`config.mk`:
```
export PLATFORM = sky130hd
export DESIGN_NAME = trial_division_prime_filter_core_flat
export DESIGN_NICKNAME = d
export VERILOG_FILES = /design/src/tdpf_pkg.sv /design/src/tdpf_if.sv /design/src/trial_division_prime_filter_core.sv /design/src/flat_wrapper.sv
export SDC_FILE = /design/constraint.sdc
export NUM_CORES = 1
export LEC_CHECK = 0
export ABC_AREA = 1
export ABC_CLOCK_PERIOD_IN_PS = 6000
export CAP_MARGIN = 5
export CORE_ASPECT_RATIO = 1.75
export CORE_UTILIZATION = 60
export CTS_CLUSTER_SIZE = 20
export DETAILED_ROUTE_END_ITERATION = 16
export DONT_BUFFER_PORTS = 1
export GPL_TIMING_DRIVEN = 0
export PLACE_DENSITY_LB_ADDON = 0.15
export REMOVE_ABC_BUFFERS = 1
export SLEW_MARGIN = 20
export SYNTH_ARGS = -nofsm -noshare
export SYNTH_HDL_FRONTEND = slang
export SYNTH_SLANG_ARGS = --single-unit
```
`constraint.sdc`:
```
create_clock -name clk -period 6 [get_ports clk]
set_clock_uncertainty 0.15 [all_clocks]
set_input_delay 1.2 -clock clk [delete_from_list [all_inputs] [get_ports clk]]
set_output_delay 1.2 -clock clk [all_outputs]
set_load 0.02 [all_outputs]
```
`src/tdpf_pkg.sv`:
```
// Shared widths and constants for the trial-division prime filter.
package tdpf_pkg;

  // Fixed widths of the channel fields.
  localparam int DATA_W  = 32;
  localparam int COUNT_W = 32;

  // Widest internal value the test can be configured for.
  localparam int MAX_BITS = 64;

  localparam logic [COUNT_W-1:0] COUNT_MAX = '1;

  // Trial division starts at this divisor.
  localparam int FIRST_DIVISOR = 2;

endpackage

```
`src/tdpf_if.sv`:
```
// Request and result channels of the trial-division prime filter.
interface tdpf_in_if;
  logic                              valid;
  logic                              ready;
  logic signed [tdpf_pkg::DATA_W-1:0] value;
  logic                              last_of_list;

  modport source (output valid, output value, output last_of_list, input ready);
  modport sink   (input valid, input value, input last_of_list, output ready);
endinterface

interface tdpf_out_if;
  logic                               valid;
  logic                               ready;
  logic signed [tdpf_pkg::DATA_W-1:0]  value_out;
  logic                               is_prime;
  logic        [tdpf_pkg::COUNT_W-1:0] prime_count;
  logic                               end_of_list;

  modport source (output valid, output value_out, output is_prime, output prime_count,
                  output end_of_list, input ready);
  modport sink   (input valid, input value_out, input is_prime, input prime_count,
                  input end_of_list, output ready);
endinterface

```
`src/trial_division_prime_filter_core.sv`:
```
// Values below two and negative values go from the idle state straight to the done state.
// Other values run one restoring division over VALUE_BITS bits and one check per divisor
// tried, from 2 up to floor(sqrt(n))+1 for a prime. One request is in work at a time;
// the single shared subtract unit sets the rate. A finished result waits in the output
// register while the next request is taken. Synchronous active-low reset clears the
// sequencer, count, out valid.
module trial_division_prime_filter_core #(
  parameter int VALUE_BITS = 32
) (
  input  logic       clk,
  input  logic       rst_n,
  tdpf_in_if.sink    in_chan,
  tdpf_out_if.source out_chan
);

  localparam int W     = VALUE_BITS;
  localparam int CNT_W = $clog2(VALUE_BITS);

  typedef enum logic [1:0] {ST_IDLE, ST_DIV, ST_CHECK, ST_DONE} state_t;

  state_t                              state_r;
  logic   [W-1:0]                      num_r;
  logic   [W-1:0]                      div_r;
  logic   [W-1:0]                      quo_r;
  logic   [W-1:0]                      rem_r;
  logic   [CNT_W-1:0]                  bit_cnt_r;
  logic                                prime_r;
  logic                                last_r;
  logic   [tdpf_pkg::DATA_W-1:0]       val_r;
  logic   [tdpf_pkg::COUNT_W-1:0]      cnt_r;

  logic                                out_valid_r;
  logic   [tdpf_pkg::DATA_W-1:0]       out_value_r;
  logic                                out_prime_r;
  logic   [tdpf_pkg::COUNT_W-1:0]      out_count_r;
  logic                                out_last_r;

  logic   [tdpf_pkg::MAX_BITS-1:0]     in_ext;
  logic   [W-1:0]                      in_num;
  logic   [tdpf_pkg::MAX_BITS-1:0]     in_sx;
  logic   [W:0]                        rem_sh;
  logic   [W:0]                        diff;
  logic                                q_bit;
  logic   [tdpf_pkg::COUNT_W-1:0]      cnt_inc;
  logic                                load_out;

  // Only the low VALUE_BITS bits of the request take part.
  assign in_ext = tdpf_pkg::MAX_BITS'(unsigned'(in_chan.value));
  assign in_num = in_ext[W-1:0];
  assign in_sx  = tdpf_pkg::MAX_BITS'(signed'(in_num));

  // One restoring division step: shift in the next dividend bit, try a subtract.
  assign rem_sh = {rem_r, quo_r[W-1]};
  assign diff   = rem_sh - {1'b0, div_r};
  assign q_bit  = ~diff[W];

  assign cnt_inc  = (prime_r && (cnt_r != tdpf_pkg::COUNT_MAX)) ? cnt_r + 1'b1 : cnt_r;
  assign load_out = (state_r == ST_DONE) && (!out_valid_r || out_chan.ready);

  assign in_chan.ready        = (state_r == ST_IDLE);
  assign out_chan.valid       = out_valid_r;
  assign out_chan.value_out   = signed'(out_value_r);
  assign out_chan.is_prime    = out_prime_r;
  assign out_chan.prime_count = out_count_r;
  assign out_chan.end_of_list = out_last_r;

  always_ff @(posedge clk) begin
    if (!rst_n) begin
      state_r     <= ST_IDLE;
      cnt_r       <= '0;
      out_valid_r <= 1'b0;
    end else begin
      if (load_out) begin
        out_valid_r <= 1'b1;
      end else if (out_chan.ready) begin
        out_valid_r <= 1'b0;
      end
      unique case (state_r)
        ST_IDLE: begin
          if (in_chan.valid) begin
            num_r     <= in_num;
            val_r     <= in_sx[tdpf_pkg::DATA_W-1:0];
            last_r    <= in_chan.last_of_list;
            div_r     <= W'(tdpf_pkg::FIRST_DIVISOR);
            quo_r     <= in_num;
            rem_r     <= '0;
            bit_cnt_r <= CNT_W'(W - 1);
            prime_r   <= 1'b0;
            // Negative values and values below two are not prime.
            if (in_num[W-1] || (in_num < W'(tdpf_pkg::FIRST_DIVISOR))) begin
              state_r <= ST_DONE;
            end else begin
              state_r <= ST_DIV;
            end
          end
        end
        ST_DIV: begin
          rem_r     <= q_bit ? diff[W-1:0] : rem_sh[W-1:0];
          quo_r     <= {quo_r[W-2:0], q_bit};
          bit_cnt_r <= bit_cnt_r - 1'b1;
          if (bit_cnt_r == '0) begin
            state_r <= ST_CHECK;
          end
        end
        ST_CHECK: begin
          // Once the divisor exceeds the quotient it has passed the square root.
          priority if (div_r > quo_r) begin
            prime_r <= 1'b1;
            state_r <= ST_DONE;
          end else if (rem_r == '0) begin
            prime_r <= 1'b0;
            state_r <= ST_DONE;
          end else begin
            div_r     <= div_r + 1'b1;
            quo_r     <= num_r;
            rem_r     <= '0;
            bit_cnt_r <= CNT_W'(W - 1);
            state_r   <= ST_DIV;
          end
        end
        ST_DONE: begin
          if (load_out) begin
            out_value_r <= val_r;
            out_prime_r <= prime_r;
            out_count_r <= cnt_inc;
            out_last_r  <= last_r;
            cnt_r       <= last_r ? '0 : cnt_inc;
            state_r     <= ST_IDLE;
          end
        end
        default: begin
          state_r <= ST_IDLE;
        end
      endcase
    end
  end

  // A request keeps the unit busy for at least the next cycle.
  a_busy_after_accept: assert property (@(posedge clk) disable iff (!rst_n)
    (in_chan.valid && in_chan.ready) |=> !in_chan.ready)
    else $error("ready stayed high after a request was taken");

  // Trial divisors never drop below the first divisor.
  a_divisor_floor: assert property (@(posedge clk) disable iff (!rst_n)
    (state_r == ST_DIV) |-> (div_r >= W'(tdpf_pkg::FIRST_DIVISOR)))
    else $error("divisor below two during division");

  // A prime result is a positive value and has been counted.
  a_prime_counted: assert property (@(posedge clk) disable iff (!rst_n)
    (out_valid_r && out_prime_r) |-> (!out_value_r[tdpf_pkg::DATA_W-1] && (out_count_r != '0)))
    else $error("prime result with negative value or zero count");

  // The running count restarts after the end of a list.
  a_count_restart: assert property (@(posedge clk) disable iff (!rst_n)
    (load_out && last_r) |=> (cnt_r == '0))
    else $error("count not cleared after end of list");

endmodule

```
`src/flat_wrapper.sv`:
```
// flat-port wrapper written by rule: the top's interface ports become plain ports
module trial_division_prime_filter_core_flat 
#(
  parameter int VALUE_BITS = 32
)
  (clk, rst_n, in_chan_valid, in_chan_value, in_chan_last_of_list, in_chan_ready, out_chan_valid, out_chan_value_out, out_chan_is_prime, out_chan_prime_count, out_chan_end_of_list, out_chan_ready);
  tdpf_in_if in_chan_i ();
  tdpf_out_if out_chan_i ();
  input  logic clk;
  input  logic rst_n;
  input wire logic [$bits(in_chan_i.valid)-1:0] in_chan_valid;
  input wire logic [$bits(in_chan_i.value)-1:0] in_chan_value;
  input wire logic [$bits(in_chan_i.last_of_list)-1:0] in_chan_last_of_list;
  output wire logic [$bits(in_chan_i.ready)-1:0] in_chan_ready;
  output wire logic [$bits(out_chan_i.valid)-1:0] out_chan_valid;
  output wire logic [$bits(out_chan_i.value_out)-1:0] out_chan_value_out;
  output wire logic [$bits(out_chan_i.is_prime)-1:0] out_chan_is_prime;
  output wire logic [$bits(out_chan_i.prime_count)-1:0] out_chan_prime_count;
  output wire logic [$bits(out_chan_i.end_of_list)-1:0] out_chan_end_of_list;
  input wire logic [$bits(out_chan_i.ready)-1:0] out_chan_ready;
  assign in_chan_i.valid = in_chan_valid;
  assign in_chan_i.value = in_chan_value;
  assign in_chan_i.last_of_list = in_chan_last_of_list;
  assign in_chan_ready = in_chan_i.ready;
  assign out_chan_valid = out_chan_i.valid;
  assign out_chan_value_out = out_chan_i.value_out;
  assign out_chan_is_prime = out_chan_i.is_prime;
  assign out_chan_prime_count = out_chan_i.prime_count;
  assign out_chan_end_of_list = out_chan_i.end_of_list;
  assign out_chan_i.ready = out_chan_ready;
  trial_division_prime_filter_core #(.VALUE_BITS(VALUE_BITS)) u_core (.clk(clk), .rst_n(rst_n), .in_chan(in_chan_i), .out_chan(out_chan_i));
endmodule
```
Word level (Yosys, flattened, before mapping)

Cells that the tools add are included.

Add/sub/neg operators: 4
Magnitude comparators: 2
Eq/ne operators: 10
Muxes and demuxes: 32
Bitwise gates (word level): 1
Reduce and logical (&&, ||, !) cells: 18

Operators with widths:

| operator              | count |
|---|---|
| $mux 32               | 12 |
| $pmux 32 s3           | 2 |
| $add 32x1->32 const B | 2 |
| $pmux 32 s2           | 1 |
| $sub 33x32->33        | 1 |
| $gt 32x32->1          | 1 |
| $logic_not 32->1      | 1 |
| $lt 32x2->1 const B   | 1 |
| $ne 32x32->1 const B  | 1 |
| $mux 5                | 3 |
| $pmux 5 s3            | 1 |
| $mux 2                | 6 |
| $reduce_and 5->1      | 2 |
| $reduce_and 3->1      | 3 |
| $pmux 2 s4            | 1 |
| $ne 2x2->1 const B    | 3 |
| $logic_not 5->1       | 1 |
| $mux 1                | 5 |
| $sub 5x1->5 const B   | 1 |
| $eq 2x2->1 const B    | 2 |
| $ne 2x1->1 const B    | 2 |
| $reduce_and 4->1      | 1 |
| $reduce_bool 2->1     | 2 |
| $ne 3x1->1 const B    | 1 |
| other kinds (9)       | 11 |

Bits in registers: 236
Input port bits: 37
Output and inout bits: 68

Longest topological paths before layout

Depth after elaboration: 5
Mapped depth: 18
Gate-level depth less buffers: 17

Worst setup path before layout

OpenSTA, ideal clock, no wires.

Kind: input to register
From: in rst_n
To: reg u_core.bit_cnt_r[0] (enable)
Arrival: 4,850 ps
Data required time: 5,331 ps
Setup slack: 481 ps
Stages: 4
Cell sequence: inv_2 > nor2_1 > nand3_1 > a21oi_1

Cells in the longest elaborated chain, start to end: 1

RTL lines:

| what                       | line                                    | text |
|---|---|---|
| start, declared            | flat_wrapper.sv:10                      | `input logic rst_n;` |
| $reduce_and 5->1 (no line) | --                                      |  |
| end signal, assigned       | trial_division_prime_filter_core.sv:87  | `bit_cnt_r <= CNT_W'(W - 1);` |
| end signal, assigned       | trial_division_prime_filter_core.sv:100 | `bit_cnt_r <= bit_cnt_r - 1'b1;` |
| end signal, assigned       | trial_division_prime_filter_core.sv:117 | `bit_cnt_r <= CNT_W'(W - 1);` |
| end, declared              | trial_division_prime_filter_core.sv:26  | `logic [CNT_W-1:0] bit_cnt_r;` |

No other way between the ends.
A chain may end at the register's enable or synchronous reset.

Worst setup path after layout

From: reg u_core.state_r[0]
To: reg u_core.rem_r[2] (enable)

Cells in the longest elaborated chain, start to end: 3
Elaborated cells on any way between the ends: 8
Classes of those cells: eq/ne (5); reduce/logical (3)

RTL lines:

| what                                                      | line                                   | text |
|---|---|---|
| start, declared                                           | trial_division_prime_filter_core.sv:21 | `state_t state_r;` |
| start signal, assigned                                    | trial_division_prime_filter_core.sv:69 | `state_r <= ST_IDLE;` |
| start signal, assigned                                    | trial_division_prime_filter_core.sv:91 | `state_r <= ST_DONE;` |
| start signal, assigned                                    | trial_division_prime_filter_core.sv:93 | `state_r <= ST_DIV;` |
| $eq 2x2->1, or another cell as far along                  | trial_division_prime_filter_core.sv:78 | `unique case (state_r)` |
| $ne 2x2->1 (no line) or $reduce_bool 3->1 (tied branches) | --                                     |  |
| $reduce_and 5->1 (no line) *                              | --                                     |  |
| end signal, assigned                                      | trial_division_prime_filter_core.sv:98 | `rem_r <= q_bit ? diff[W-1:0] : rem_sh[W-1:0];` |
| end, declared                                             | trial_division_prime_filter_core.sv:25 | `logic [W-1:0] rem_r;` |

Mark *: on every way between the ends. The rest lies on a longest branch, timed or not.

==> results.yml <==
place:
  place_ws_ps: 2331
  dp_cells: 1845
  place.port_buffers: 0
  place_hpwl_um: 26890
  place_congestion: 1.020
sta:
  worst_pin_slew_ps: 975.0
  hold_viol_final: 0
  finalCritPeriodShare: 0.6169
  rsz0062_at_grt: "false"
  setup_violations: 0
  finalCriticalPeriod_ps: 3701
  relSlewSlack: 0.3500
  fin_tns_setup_ps: 0
  fmax_mhz: 270.2
  maxSlewViolCount: 0
  setup_ws_ps: 2299
global_route:
  grt_pass1_vias: 10740
  grt-ovfl-total: 0
  grtUsageTotal: 0.3125
  grt_pass1_wl_um: 55570
  antenna_found_initial: 0
  grt_start_max_net_pins: 71
synth:
  yosysSeqAreaShare: 0.4925
  synthCells: 1580
  syn_area_sq_um: 13680
  ys.flop_type: "edfxtp_1"
  synth.area.top_cells: "edfxtp_1 44%, nand2_1 9.3%, ha_1 6.5%"
  synth_edf_count: 201
  yosysTopAreaCellShare: 0.4413
  synth_area_leader_cell: "edfxtp_1"
  synthArstFlopShare: 0
  yosys_warnings: 0
  synth_seq_cells: 236
  syn_area_per_cell_sq_um: 8.657
  synth_cell_type_count: 50
clock_network:
  clock_latency_ps: 530
  cts_sinks: 236
  cts_tree: "built"
  postCtsSetupBuffers: 0
  ctsResizeCount: 0
  numCtsBuffers: 22
  ctsHoldBuffers: 0
  cts_buffer_depth: 3
  cts_root_buffer: "clkbuf_16"
  path_clk_slew_ps: 70
  htree_levels: 1
die:
  die_x_um: 116.1
  dieArea_sq_um: 23430
  core-area_sq_um: 22250
  die-height_um: 201.7
  initial_core_util: 0.6147
  boundaryPins: 105
  row_count: 72
critical_path:
  cpPeakStageDelay_ps: 950
  endpoint_kind: "flop"
  crit_chain: "inv_1 -> ha_1 -> inv_2 -> a21oi_4 -> buf_16 -> buf_16"
  crit_slowest_cell: "ha_1"
  path_depth: 6
  critPathArrivalTime_ps: 3790
  crit_fanout: 40
  crit_required_ps: 6090
  worst-r2r-cell-count: 6
  cp-start-kind: "flop"
  crit_top_cell: "buf_16"
  crit_type: "reg -> reg"
  cp_top_family: "buffers and inverters"
  path_buf_inv: 4
layout:
  final_common_cell: "nand2_1"
  fin_nets: 1682
  mostFrequentLayoutCells: "339 x nand2_1, 213 x nor2_1, 201 x edfxtp_1"
  antenna_cells: 0
  final_cells: 1885
  layout-drive-gt1-share: 0.07300
  final_util: 0.6691
  area_growth_pct: 8.855
detailed_routing:
  route.detailed.drc: 0
  drtAntennaViolNets: 0
  vias: 10810
  routedWlPerCell_um: 18.67
  wirelength_um: 35190
  drt-vias-per-instance: 5.736
  drtIter0Drc: 610
  firstDrtPassIters: 8
run:
  drv_cap: 0
worst_hold_path:
  holdCritPathClass: "reg -> reg"
  min_path_cells: 0
run_status:
  status: "completed"
pwr:
  vdd_drop_max_mv: 0.3277
  p_total_w: 0.007064
  power.density_nw_per_um2: 474.4
  leakagePower_nw: 5.694
## registers in the layout, summed over array words and instances, names as in the netlist, 5 cells and up
register                     count
u_core.val_r                    32
u_core.rem_r                    32
u_core.out_chan.value_out       32
u_core.bit_cnt_r                 5
u_core.quo_r                    32
u_core.out_chan.prime_count     32
u_core.cnt_r                    32
u_core.div_r                    32
## cells in the mapped netlist (5+ instances only)
library cell	number
inv_1	160
xnor2_1	11
buf_6	6
o21ai_0	61
o21ai_1	7
dfxtp_1	35
a21oi_2	13
nor2_2	8
a22oi_1	7
a21oi_1	168
o21bai_1	6
o21a_1	10
ha_1	71
nand2_2	11
nor3_1	35
clkbuf_1	23
buf_2	5
nand4_1	18
nand3_1	43
xor2_1	41
a21o_1	8
nor2_1	217
nor4_1	24
edfxtp_1	201
inv_2	7
nand2_1	340
## area by class of cell
class | instances | area [sq um]
fillers | 1874 | 7362
flip-flops and latches | 236 | 6736
multi-input cells | 1135 | 6151
inverters | 168 | 635.6
clock buffers | 27 | 600.6
well taps | 296 | 370.4
repair buffers | 10 | 252.7
clock inverters | 13 | 142.6
## worst register-to-register path: stages (launching register included)
cell and delay (ps):
dfxtp_1 410, inv_1 110, ha_1 950, inv_2 570
a21oi_4 780, buf_16 250, buf_16 180
## path summary, 6_finish.rpt
check                                      start                                       to  slack [ps]
setup reg to reg  u_core.state_r[0]$_SDFFE_PN0P_            u_core.rem_r[2]$_SDFFCE_PN0P_        2300
hold reg to reg       u_core.val_r[27]$_DFFE_PP_  u_core.out_chan.value_out[27]$_DFFE_PP_         300
setup / recovery  u_core.state_r[0]$_SDFFE_PN0P_            u_core.rem_r[2]$_SDFFCE_PN0P_        2300
hold / removal        u_core.val_r[27]$_DFFE_PP_  u_core.out_chan.value_out[27]$_DFFE_PP_         300
## power by group
part | internal, W | total [W] | switching, W
Sequential | 0.00227 | 0.00254 | 0.000269
Combinational | 0.00102 | 0.00308 | 0.00205
Clock | 0.000809 | 0.00145 | 0.000637
## per-layer routing
layer	wire length, um	vias to the layer above	global-route usage
li1	-	5339	-
met1	12070	5012	0.3074
met2	18980	338	0.5827
met3	1446	123	0.04367
met4	2701	0	0.2152
met5	0	-	0
## cells by family (layout without fill, tap and decap cells)
family	Yosys count	in the layout	share of synthesized area
AO/OA/AOI/OAI	290	290	0.1175
XOR/XNOR	52	52	0.03330
adder cells (fa/ha/maj)	72	72	0.06641
buffers and inverters	209	218	0.06211
flip-flops	236	236	0.4925
AND/OR/NAND/NOR	721	721	0.2282
## through the flow
stage | instance area (sq um) | hold WS, ps
2_1_floorplan | 13460 | 276.7
3_3_place_gp | 13830 | 281.1
3_5_place_dp | 14150 | 289.4
4_1_cts | 14890 | 304.5
5_1_grt | 14890 | 309.2
6_report | 14890 | 304.5
(Power assumes the default switching activity.)
